### config.mk
export PLATFORM = sky130hd
export DESIGN_NAME = priority_wildcard_rule_table_core
export DESIGN_NICKNAME = d
export VERILOG_FILES = /design/src/rtl/core/pwrt_pkg.sv /design/src/rtl/core/pwrt_mem.sv /design/src/rtl/core/pwrt_ctrl.sv /design/src/rtl/core/priority_wildcard_rule_table_core.sv
export SDC_FILE = /design/constraint.sdc
export NUM_CORES = 2
export LEC_CHECK = 0
export BUFFER_PORTS_ARGS = -buffer_cell sky130_fd_sc_hd__clkbuf_2
export CAP_MARGIN = 15
export CORE_MARGIN = 2
export CORE_UTILIZATION = 45
export DETAILED_ROUTE_END_ITERATION = 10
export SYNTH_ARGS = -nofsm -noshare
export SYNTH_HDL_FRONTEND = slang
export SYNTH_HIERARCHICAL = 1
export SYNTH_SLANG_ARGS = --single-unit
### constraint.sdc
create_clock -name clk -period 28.8 [get_ports clk]
set_clock_uncertainty 0.1 [all_clocks]
set_input_delay 5.76 -clock clk [delete_from_list [all_inputs] [get_ports clk]]
set_output_delay 5.76 -clock clk [all_outputs]
set_load 0.02 [all_outputs]
### src/rtl/core/pwrt_pkg.sv
`timescale 1ns / 1ps

package pwrt_pkg;

  localparam int MaxRules = 16;
  localparam int TagBits = 16;
  localparam int TypeBits = 8;
  localparam int QueueBits = 31;
  localparam int NumTags = 6;
  localparam int IdxBits = $clog2(MaxRules);
  localparam int CntBits = $clog2(MaxRules + 1);

  typedef enum logic [1:0] {
    ACT_INSTALL = 2'd0,
    ACT_REMOVE  = 2'd1,
    ACT_LOOKUP  = 2'd2,
    ACT_CLEAR   = 2'd3
  } action_t;

  typedef enum logic [2:0] {
    ST_OK       = 3'd0,
    ST_DUP      = 3'd1,
    ST_NOTFOUND = 3'd2,
    ST_FULL     = 3'd3,
    ST_NOMATCH  = 3'd4
  } status_t;

  typedef struct packed {
    logic [QueueBits-1:0] queue;
    logic [TypeBits-1:0]  rtype;
    logic [2:0]           level;
    logic [NumTags-1:0][TagBits-1:0] tags;
  } rule_t;

  typedef struct packed {
    logic          rd_en;
    logic [IdxBits-1:0] rd_addr;
    logic          wr_en;
    logic [IdxBits-1:0] wr_addr;
    rule_t         wr_data;
  } mem_ctl_t;

endpackage

### src/rtl/core/pwrt_mem.sv
`timescale 1ns / 1ps

module pwrt_mem
  import pwrt_pkg::*;
(
  input  logic     clk,
  input  mem_ctl_t ctl,
  output rule_t    rd_data
);

  rule_t mem [MaxRules];

  always_ff @(posedge clk) begin
    if (ctl.wr_en) begin
      mem[ctl.wr_addr] <= ctl.wr_data;
    end
    if (ctl.rd_en) begin
      rd_data <= mem[ctl.rd_addr];
    end
  end

endmodule

### src/rtl/core/pwrt_ctrl.sv
`timescale 1ns / 1ps

module pwrt_ctrl
  import pwrt_pkg::*;
(
  input  logic                 clk,
  input  logic                 rst,
  input  logic                 in_valid,
  output logic                 in_stall,
  input  logic [1:0]           action,
  input  logic [QueueBits-1:0] queue_id,
  input  logic [TypeBits-1:0]  type_id,
  input  logic [5:0]           ns_mask,
  input  logic [NumTags-1:0][TagBits-1:0] req_tags,
  output mem_ctl_t             mctl,
  input  rule_t                rd_data,
  output logic                 out_valid,
  input  logic                 out_stall,
  output logic [2:0]           status,
  output logic [QueueBits-1:0] matched_queue,
  output logic [CntBits-1:0]   count
);

  typedef enum logic [5:0] {
    S_IDLE  = 6'b000001,
    S_READ  = 6'b000010,
    S_CHECK = 6'b000100,
    S_SHIFT = 6'b001000,
    S_PUT   = 6'b010000,
    S_DONE  = 6'b100000
  } state_t;

  state_t state;
  logic [1:0] act;
  rule_t rule;
  logic [NumTags-1:0][TagBits-1:0] req;
  logic [CntBits-1:0] idx;
  logic [CntBits-1:0] pos;
  logic pos_found;
  logic del_found;
  logic [CntBits-1:0] sh;
  logic [CntBits-1:0] sh_m1;

  logic [2:0] lvl;
  rule_t new_rule;
  logic same, hit;

  assign sh_m1 = sh - 1'b1;

  always_comb begin
    lvl = 3'd0;
    new_rule.queue = queue_id;
    new_rule.rtype = type_id;
    for (int t = 0; t < NumTags; t++) begin
      new_rule.tags[t] = ns_mask[t] ? req_tags[t] : '0;
      lvl = lvl + {2'd0, ns_mask[t]};
    end
    new_rule.level = lvl;
  end

  always_comb begin
    same = (rd_data.level == rule.level) && (rd_data.rtype == rule.rtype)
      && (rd_data.tags == rule.tags);
    hit = (rd_data.rtype == '0) || (rd_data.rtype == rule.rtype);
    for (int t = 0; t < NumTags; t++) begin
      if (rd_data.tags[t] != '0 && rd_data.tags[t] != req[t]) hit = 1'b0;
    end
  end

  assign in_stall = (state != S_IDLE) || (out_valid && out_stall);

  always_comb begin
    mctl = '0;
    case (state)
      S_READ: begin
        mctl.rd_en = 1'b1;
        mctl.rd_addr = idx[IdxBits-1:0];
      end
      S_SHIFT: begin
        mctl.rd_en = 1'b1;
        mctl.rd_addr = (act == ACT_INSTALL) ? sh_m1[IdxBits-1:0] : sh[IdxBits-1:0];
      end
      S_PUT: begin
        mctl.wr_en = 1'b1;
        mctl.wr_addr = (act == ACT_INSTALL) ? sh[IdxBits-1:0] : sh_m1[IdxBits-1:0];
        mctl.wr_data = (act == ACT_INSTALL && sh == pos) ? rule : rd_data;
      end
      default: ;
    endcase
  end

  always_ff @(posedge clk) begin
    if (rst) begin
      state <= S_IDLE;
      out_valid <= 1'b0;
      count <= '0;
    end else begin
      if (out_valid && !out_stall) out_valid <= 1'b0;
      case (state)
        S_IDLE: begin
          if (in_valid && !in_stall) begin
            act <= action;
            rule <= new_rule;
            req <= req_tags;
            idx <= '0;
            pos <= count;
            sh <= count;
            pos_found <= 1'b0;
            del_found <= 1'b0;
            matched_queue <= '0;
            if (action == ACT_CLEAR) begin
              count <= '0;
              status <= ST_OK;
              state <= S_DONE;
            end else if (count == '0) begin
              status <= (action == ACT_INSTALL) ? ST_OK
                : (action == ACT_REMOVE) ? ST_NOTFOUND : ST_NOMATCH;
              if (action == ACT_INSTALL) state <= S_PUT;
              else state <= S_DONE;
            end else begin
              state <= S_READ;
            end
          end
        end
        S_READ: state <= S_CHECK;
        S_CHECK: begin
          if (act == ACT_LOOKUP && hit) begin
            status <= ST_OK;
            matched_queue <= rd_data.queue;
            state <= S_DONE;
          end else if (act != ACT_LOOKUP && same) begin
            if (act == ACT_INSTALL) begin
              status <= ST_DUP;
              state <= S_DONE;
            end else begin
              del_found <= 1'b1;
              status <= ST_OK;
              if (idx + 1'b1 == count) begin
                count <= count - 1'b1;
                state <= S_DONE;
              end else begin
                sh <= idx + 1'b1;
                state <= S_SHIFT;
              end
            end
          end else begin
            if (act == ACT_INSTALL && !pos_found && rd_data.level < rule.level) begin
              pos <= idx;
              pos_found <= 1'b1;
            end
            if (idx + 1'b1 == count) begin
              if (act == ACT_LOOKUP) status <= ST_NOMATCH;
              else if (act == ACT_REMOVE) status <= ST_NOTFOUND;
              else if (count == CntBits'(MaxRules)) status <= ST_FULL;
              else status <= ST_OK;
              if (act == ACT_INSTALL && count != CntBits'(MaxRules)) begin
                sh <= count;
                if (!pos_found && !(rd_data.level < rule.level)) state <= S_PUT;
                else state <= S_SHIFT;
              end else begin
                state <= S_DONE;
              end
            end else begin
              idx <= idx + 1'b1;
              state <= S_READ;
            end
          end
        end
        S_SHIFT: begin
          state <= S_PUT;
        end
        S_PUT: begin
          if (act == ACT_INSTALL) begin
            if (sh == pos) begin
              count <= count + 1'b1;
              state <= S_DONE;
            end else begin
              sh <= sh_m1;
              if (sh_m1 == pos) state <= S_PUT;
              else state <= S_SHIFT;
            end
          end else begin
            if (sh + 1'b1 == count) begin
              count <= count - 1'b1;
              state <= S_DONE;
            end else begin
              sh <= sh + 1'b1;
              state <= S_SHIFT;
            end
          end
        end
        S_DONE: begin
          if (!out_valid || !out_stall) begin
            out_valid <= 1'b1;
            state <= S_IDLE;
          end
        end
        default: state <= S_IDLE;
      endcase
    end
  end

endmodule

### src/rtl/core/priority_wildcard_rule_table_core.sv
// operation: each word walks the single-port rule memory, reading entries in turn
//   (read, then check) and moving shifted entries one by one (read, then write)
// throughput: one word at a time; a new word is taken once the previous result
//   has been accepted or is accepted in the same cycle
// reset: rst clears the rule count and control; rule memory keeps its contents
`timescale 1ns / 1ps

module priority_wildcard_rule_table_core
  import pwrt_pkg::*;
(
  input  logic                 clk,
  input  logic                 rst,
  input  logic                 in_valid,
  output logic                 in_stall,
  input  logic [1:0]           action,
  input  logic [QueueBits-1:0] queue_id,
  input  logic [TypeBits-1:0]  type_id,
  input  logic [5:0]           ns_mask,
  input  logic [TagBits-1:0]   uts_tag,
  input  logic [TagBits-1:0]   ipc_tag,
  input  logic [TagBits-1:0]   mnt_tag,
  input  logic [TagBits-1:0]   pid_tag,
  input  logic [TagBits-1:0]   net_tag,
  input  logic [TagBits-1:0]   cgroup_tag,
  output logic                 out_valid,
  input  logic                 out_stall,
  output logic [2:0]           status,
  output logic [QueueBits-1:0] matched_queue
);

  mem_ctl_t mctl;
  rule_t rd_data;
  logic [CntBits-1:0] count;
  logic [NumTags-1:0][TagBits-1:0] req_tags;

  assign req_tags = {cgroup_tag, net_tag, pid_tag, mnt_tag, ipc_tag, uts_tag};

  pwrt_mem u_mem (
    .clk(clk), .ctl(mctl), .rd_data(rd_data)
  );

  pwrt_ctrl u_ctrl (
    .clk(clk), .rst(rst), .in_valid(in_valid), .in_stall(in_stall),
    .action(action), .queue_id(queue_id), .type_id(type_id), .ns_mask(ns_mask),
    .req_tags(req_tags), .mctl(mctl), .rd_data(rd_data),
    .out_valid(out_valid), .out_stall(out_stall), .status(status),
    .matched_queue(matched_queue), .count(count)
  );

  a_count_range: assert property (@(posedge clk) disable iff (rst)
    count <= CntBits'(MaxRules)) else $error("rule count overflow");

  a_stall_busy: assert property (@(posedge clk) disable iff (rst)
    (out_valid && out_stall) |=> out_valid) else $error("result dropped");

  a_no_write_idle: assert property (@(posedge clk) disable iff (rst)
    !in_stall |-> !mctl.wr_en) else $error("memory write while idle");

endmodule

# After elaboration in Yosys (flattened, before gate mapping)
# Memory sizes are Yosys's and may differ from the RTL's. A register that Yosys moved wholly into a read port is not among the register bits.
# Index checks and enable logic that the tools add are counted.
# op_classes
addsub,10
n_lt_le_gt_ge,1
n_eq_ne,48
mux,83
bitwise,1
n_reduce_logical,46
# ops
op,count
two-way mux 143 bit,1
two-way mux 138 bit,1
two-way mux 5 bit,27
equality test 96 bit,1
!= test 16 bit,6
nonzero test 16 bit,6
two-way mux 6 bit,14
two-way mux 31 bit,2
one-hot mux 31 bit (2 select lines),1
one-hot mux 6 bit (6 select lines),1
two-way mux 3 bit,10
one-hot mux 5 bit (2 select lines),3
one-hot mux 5 bit (3 select lines),2
equality test 5 bit,4
logical AND 1 bit,18
two-way mux 1 bit,16
"adder 5 x 1 -> 5 bit, second input constant",3
"!= test 2 x 1 -> 1 bit, second input constant",7
adder 3 x 1 -> 3 bit,4
"!= test 3 x 1 -> 1 bit, second input constant",4
"!= test 3 bit, second input constant",4
AND reduction 6 bit,2
"!= test 2 bit, second input constant",5
AND reduction 10 bit,1
other kinds (35),46
# totals
ff_bits,298
mem_bits_rw,2208
input_bits,147
output_inout_bits,36
wordCells,215
n_memories,1
# mem_list
memory,depth,width,read_ports,rd_ports_with_merged_regs,wr,line_no,source
u_mem.mem,16,138,1,1,1,pwrt_mem.sv:11,rule_t mem [MaxRules];

# Longest topological paths before layout
# depth
word_depth,11
ltp_mapped,13

# Modules after synthesis
# The synthesis kept the hierarchy.
# by_module_without_submodules
mod,instances,cells_per_inst,area_each_um2,seq_area_each_um2
pwrt_mem,1,3598,86999.7,70447.6
pwrt_ctrl,1,1523,15897.7,8828.5

# Worst setup path after synthesis
# No wires, ideal clock.
# synth_path
path_kind,input to register
start,input out_stall
end,register u_ctrl.act[0] (enable)
setup_ns,0.838
t_arrival_ns,15.801
required_time_ns,27.862
slack_ns,12.061
path_stages,3
path_cell_list,nand2_1 nand3_1 nor2_1
# synth_between
elab_chain_cells,5
# synth_rtl
element,line_no,source
start: declaration,priority_wildcard_rule_table_core.sv:26,"input logic out_stall,"
logical AND 1 bit,pwrt_ctrl.sv:70,assign in_stall = (state != S_IDLE) || (out_valid && out_stall);
logical OR 1 bit,pwrt_ctrl.sv:70,
logical NOT 1 bit,pwrt_ctrl.sv:101,if (in_valid && !in_stall) begin
logical AND 1 bit,pwrt_ctrl.sv:101,
AND reduction 3 bit (no source line),--,
end signal: assignment,pwrt_ctrl.sv:102,act <= action;
end: declaration,pwrt_ctrl.sv:34,logic [1:0] act;
# No other way between the ends.
# A chain may end at the register's enable or synchronous reset.

# Worst setup path after layout
# layout_path
start,input out_stall
end,output in_stall
# layout_between
elab_chain_cells,2
# layout_rtl
element,line_no,source
logical AND 1 bit,pwrt_ctrl.sv:70,
logical OR 1 bit,pwrt_ctrl.sv:70,
end: declaration,priority_wildcard_rule_table_core.sv:14,"output logic in_stall,"
# No other way between the ends.

==> results by stage <==
Synth:
- The synthesized instance count is 5121.
- The share of synthesized area in the top cell type comes to 0.768.
- By area, the combinational part of the netlist is dominated by multiplexers.
- Counting flops with a built-in enable in the synthesized netlist gives 2632.
- The proportion of synthesized chip area in sequential cells is 0.770.
- The number of warning messages in the yosys log is 6.
- The number of nets handed over by synthesis was 5282.
- The share of flip-flops with an asynchronous set or reset is 0.
- The synthesized-area fraction occupied by xor and xnor cells is 0.0157.
- The average footprint of a synthesized cell is 20.1 um2.
- The compound-gate portion of the synthesized area is 0.0354.
- The count of cell types in the netlist is 69.
- Among all cell types in the netlist, the one instantiated most often is edfxtp_1.
- Yosys attributes the largest share of cell area to edfxtp_1 (77%), mux4_2 (11%), a22oi_1 (1.8%).
- Of the post-synthesis cell area, the part taken by muxes is 0.122.
- The synthesized design spends more area on one cell type than any other, namely edfxtp_1.
- The most common flop cell mapped by yosys is edfxtp_1.
- In this run the cell area of the synthesized design comes to 103000 um2.
- Of the total synthesized cell area, the portion taken by full adders, half adders and majority gates is 0.00202.
- The synthesized design contains 2644 register bits.
- By count the netlist is led by edfxtp_1 (2632), mux4_2 (523), nand2_1 (430).
- The simple-gate share of the synthesized area is 0.0401.

Setup path:
- The terminus of the critical flop-to-flop path is u_mem/rd_data[17].
- For the worst flop-to-flop path, the logic depth is 11.
- The start point of the critical path is out_stall.
- Data arrives at the worst endpoint at 6.21 ns.
- In this run the worst setup path terminates at in_stall.
- The worst register-to-register path begins at u_ctrl/state[2].
- The startpoint-to-endpoint class of the critical path is in2out.
- At the worst endpoint, the required time is 22.94 ns.
- The biggest fanout along the worst timing path is 4.
- The sort of element at the start of the critical path is an input port.
- The sort of element at the end of the critical path is an output port.
- The reg-to-reg setup timing slack is 22.11 ns.

CTS:
- In this run the post-CTS setup repair buffer count came out at 0.
- For this design, the CTS-stage hold fixing added 0 buffers.
- The clock passes through at most 4 buffers.
- The clock tree from TritonCTS is done.
- The count of clock tree sinks is 2644.
- Clock-pin slew was measured on the worst setup and hold paths at 0.05 ns.
- In this run, CTS created clock tree buffers numbering 292.
- After clock tree synthesis, the repair step resized 0 gates.
- The tree is rooted in a clkbuf_16.
- The latest clock arrival within the worst-skew pair is 0.93 ns.
- CTS built an H-tree with a depth of 5.

Place:
- The number of I/O port buffers is 182.
- The routability-driven placement congestion ratio is 0.915.
- The sum of net half-perimeters after detailed placement is 142 mm.
- In this run, placement finished with an instance count of 8148.

Hold path:
- The worst hold path belongs to the class reg2reg.
- The startpoint identified for the worst hold timing path is u_ctrl/out_valid.

Floorplanning:
- The die is 482 um tall.
- The I/O pin count is 183.
- The total die area is 233000 um2.
- The floorplan has 175 rows.
- Measured along the x axis, the die boundary spans 482 um.
- The initial cell density of the core is 0.453.
- The core area is 227000 um2.

Power:
- For this design the ratio of total power to cell area is 67.4 nW/um2.
- The overall power is 7.85 mW.
- The cell leakage power is 31.3 nW.
- IR analysis of the VDD net gives a maximum drop of 0.0000547 V.

Global routing:
- Entering global routing, the biggest net connects 164 pins.
- For met2 alone, demand over resource in global routing was 0.355.
- The most used routing layer in global routing is met2.
- The number of global-route vias before repair is 52161.
- The total grt overflow is 0.
- For met1 alone, demand over resource in global routing was 0.345.
- The first-pass GRT wire length is 384 mm.
- The total routing resource utilization after global routing is 0.232.
- For this run, global-route usage on met3 was measured as 0.0400.
- The initial antenna violation count came to 15.

Final layout:
- The final non-filler cell total is 8682.
- Of the cells placed in the final design, the portion with a size suffix greater than 1 is 0.231.
- The sequential cells in the finished layout cover a total of 79300 um2.
- The area added between synthesis and finish is 13.3%.
- The multi-input logic area is 22400 um2.
- The final-stage net count is 5624.
- The count of filler cells inserted in the layout is 18096.

Timing:
- At the pin with the least slew margin, the transition time is 1.25 ns.
- Based on the critical path, the design can be clocked at up to 82.8 MHz.
- The tightest hold margin is 0.441 ns.
- Summed over all failing endpoints, the final setup total negative slack is 0 ns.
- Setup repair after global routing left no endpoint under its margin.
- The number of pins with negative max-slew slack in the final report was 0.
- The total of endpoints with negative setup slack in the final report is 0.
- After layout, the minimum clock period comes to 12.07 ns.
- The hold violation count in the final report came to 0.
- Headroom to the max-slew limit came out at 0.166.
- The part of the cycle the worst path needs is 0.419.

Detailed routing:
- The number of nets with antenna violations after routing is 0.
- After detailed routing, the number of remaining DRC violations is 0.
- For this block, the routed nets add up to 272 mm of wire.
- The count of routing violations after the opening detailed-route iteration is 6146.
- The via count is 52652.
- Dividing the detail-routed via count by the number of cells gives 6.06.
- The iteration count of the initial detailed-routing pass is 5.
- After detailed routing, the average wire length per cell comes to 31.3 um.

Run:
- The max capacitance violation total is 0.

Status:
- The run finished with clean final reports.
registers in the layout, summed over array words and instances (netlist names):
signal,flops
u_ctrl/act,2
u_ctrl/count,5
u_ctrl/idx,5
u_ctrl/matched_queue,31
u_ctrl/out_valid,1
u_ctrl/pos,5
u_ctrl/pos_found,1
u_ctrl/req,96
u_ctrl/rule,138
u_ctrl/sh,5
u_ctrl/state,6
u_ctrl/status,3
u_mem/mem,2208
u_mem/rd_data,138
worst min-delay path by stage:
| stage | endpoint | cells after the start |
|---|---|---|
| global placement | u_ctrl/matched_queue[19] | 1 |
| CTS | u_ctrl/out_valid | 2 |
| global route | u_ctrl/matched_queue[12] | 1 |
| floorplan | u_ctrl/out_valid | 2 |
| detailed placement | u_ctrl/out_valid | 2 |
| finish | u_ctrl/out_valid | 2 |
layout by cell type, fill, tap and decap left out, types with 7 or more instances in the layout:
cell type and count:
edfxtp_1 2632, mux4_2 523, nand2_1 428, clkbuf_16 296, a22oi_1 244, clkbuf_2 182
a21oi_1 153, xor2_1 135, and2_1 134, buf_4 108, clkinv_1 66, nor4_1 63
clkbuf_1 57, nor2b_1 53, mux2_2 53, xnor2_1 47, clkinv_2 42, inv_1 42
nand2b_1 37, o21ai_0 31, nor2_1 26, nand4_1 26, bufinv_16 23, o221ai_1 22
mux2i_1 22, buf_12 16, nor2_4 15, a221oi_1 14, nand3_1 13, o22ai_1 12
dfxtp_1 12, ha_1 11, a2111o_1 9, inv_6 8, nand3b_1 8, o2111ai_1 7
critical path, cell delays in order:
cell      delay [ns]
clkbuf_2        0.08
nand2_1         0.10
nand2_1         0.07
clkbuf_2        0.19
power by group:
group          switching, mW  internal [mW]
combinational         0.0617         0.0283
clock                   1.46           2.08
sequential            0.0174           4.20
total                   1.54           6.32
stage by stage:
stage               area, um2  worst slack [ns]  utilization
global route           117000             16.69        0.513
finish                 117000             16.73        0.513
floorplan              103000             12.06            -
CTS                    116000             16.73        0.512
detailed placement     107000             16.73        0.473
global placement       107000             16.71        0.473
final cells by class:
| type | count | area share |
|---|---|---|
| sequential | 2644 | 0.680 |
| multi-input combinational | 2172 | 0.192 |
| clock buffer | 353 | 0.0654 |
| tap | 3009 | 0.0323 |
| timing repair buffer | 307 | 0.0176 |
| clock inverter | 146 | 0.0113 |
| inverter | 46 | 0.00148 |
| antenna | 5 | 0.000107 |
logic make-up after synthesis:
logic type	count (synthesis)
adders and majority gates	15
and+or+nand+nor	843
muxes	598
buffers and inverters	305
xor gates and xnor gates	183
AOI/OAI and AO/OA	533
DFF	2644
layer usage:
metal | wire length [um] | up-vias
met5 | 67 | -
li1 | - | 21550
met2 | 126000 | 2333
met4 | 7390 | 10
met3 | 21700 | 439
met1 | 116000 | 28320
(Power assumes the default switching activity.)
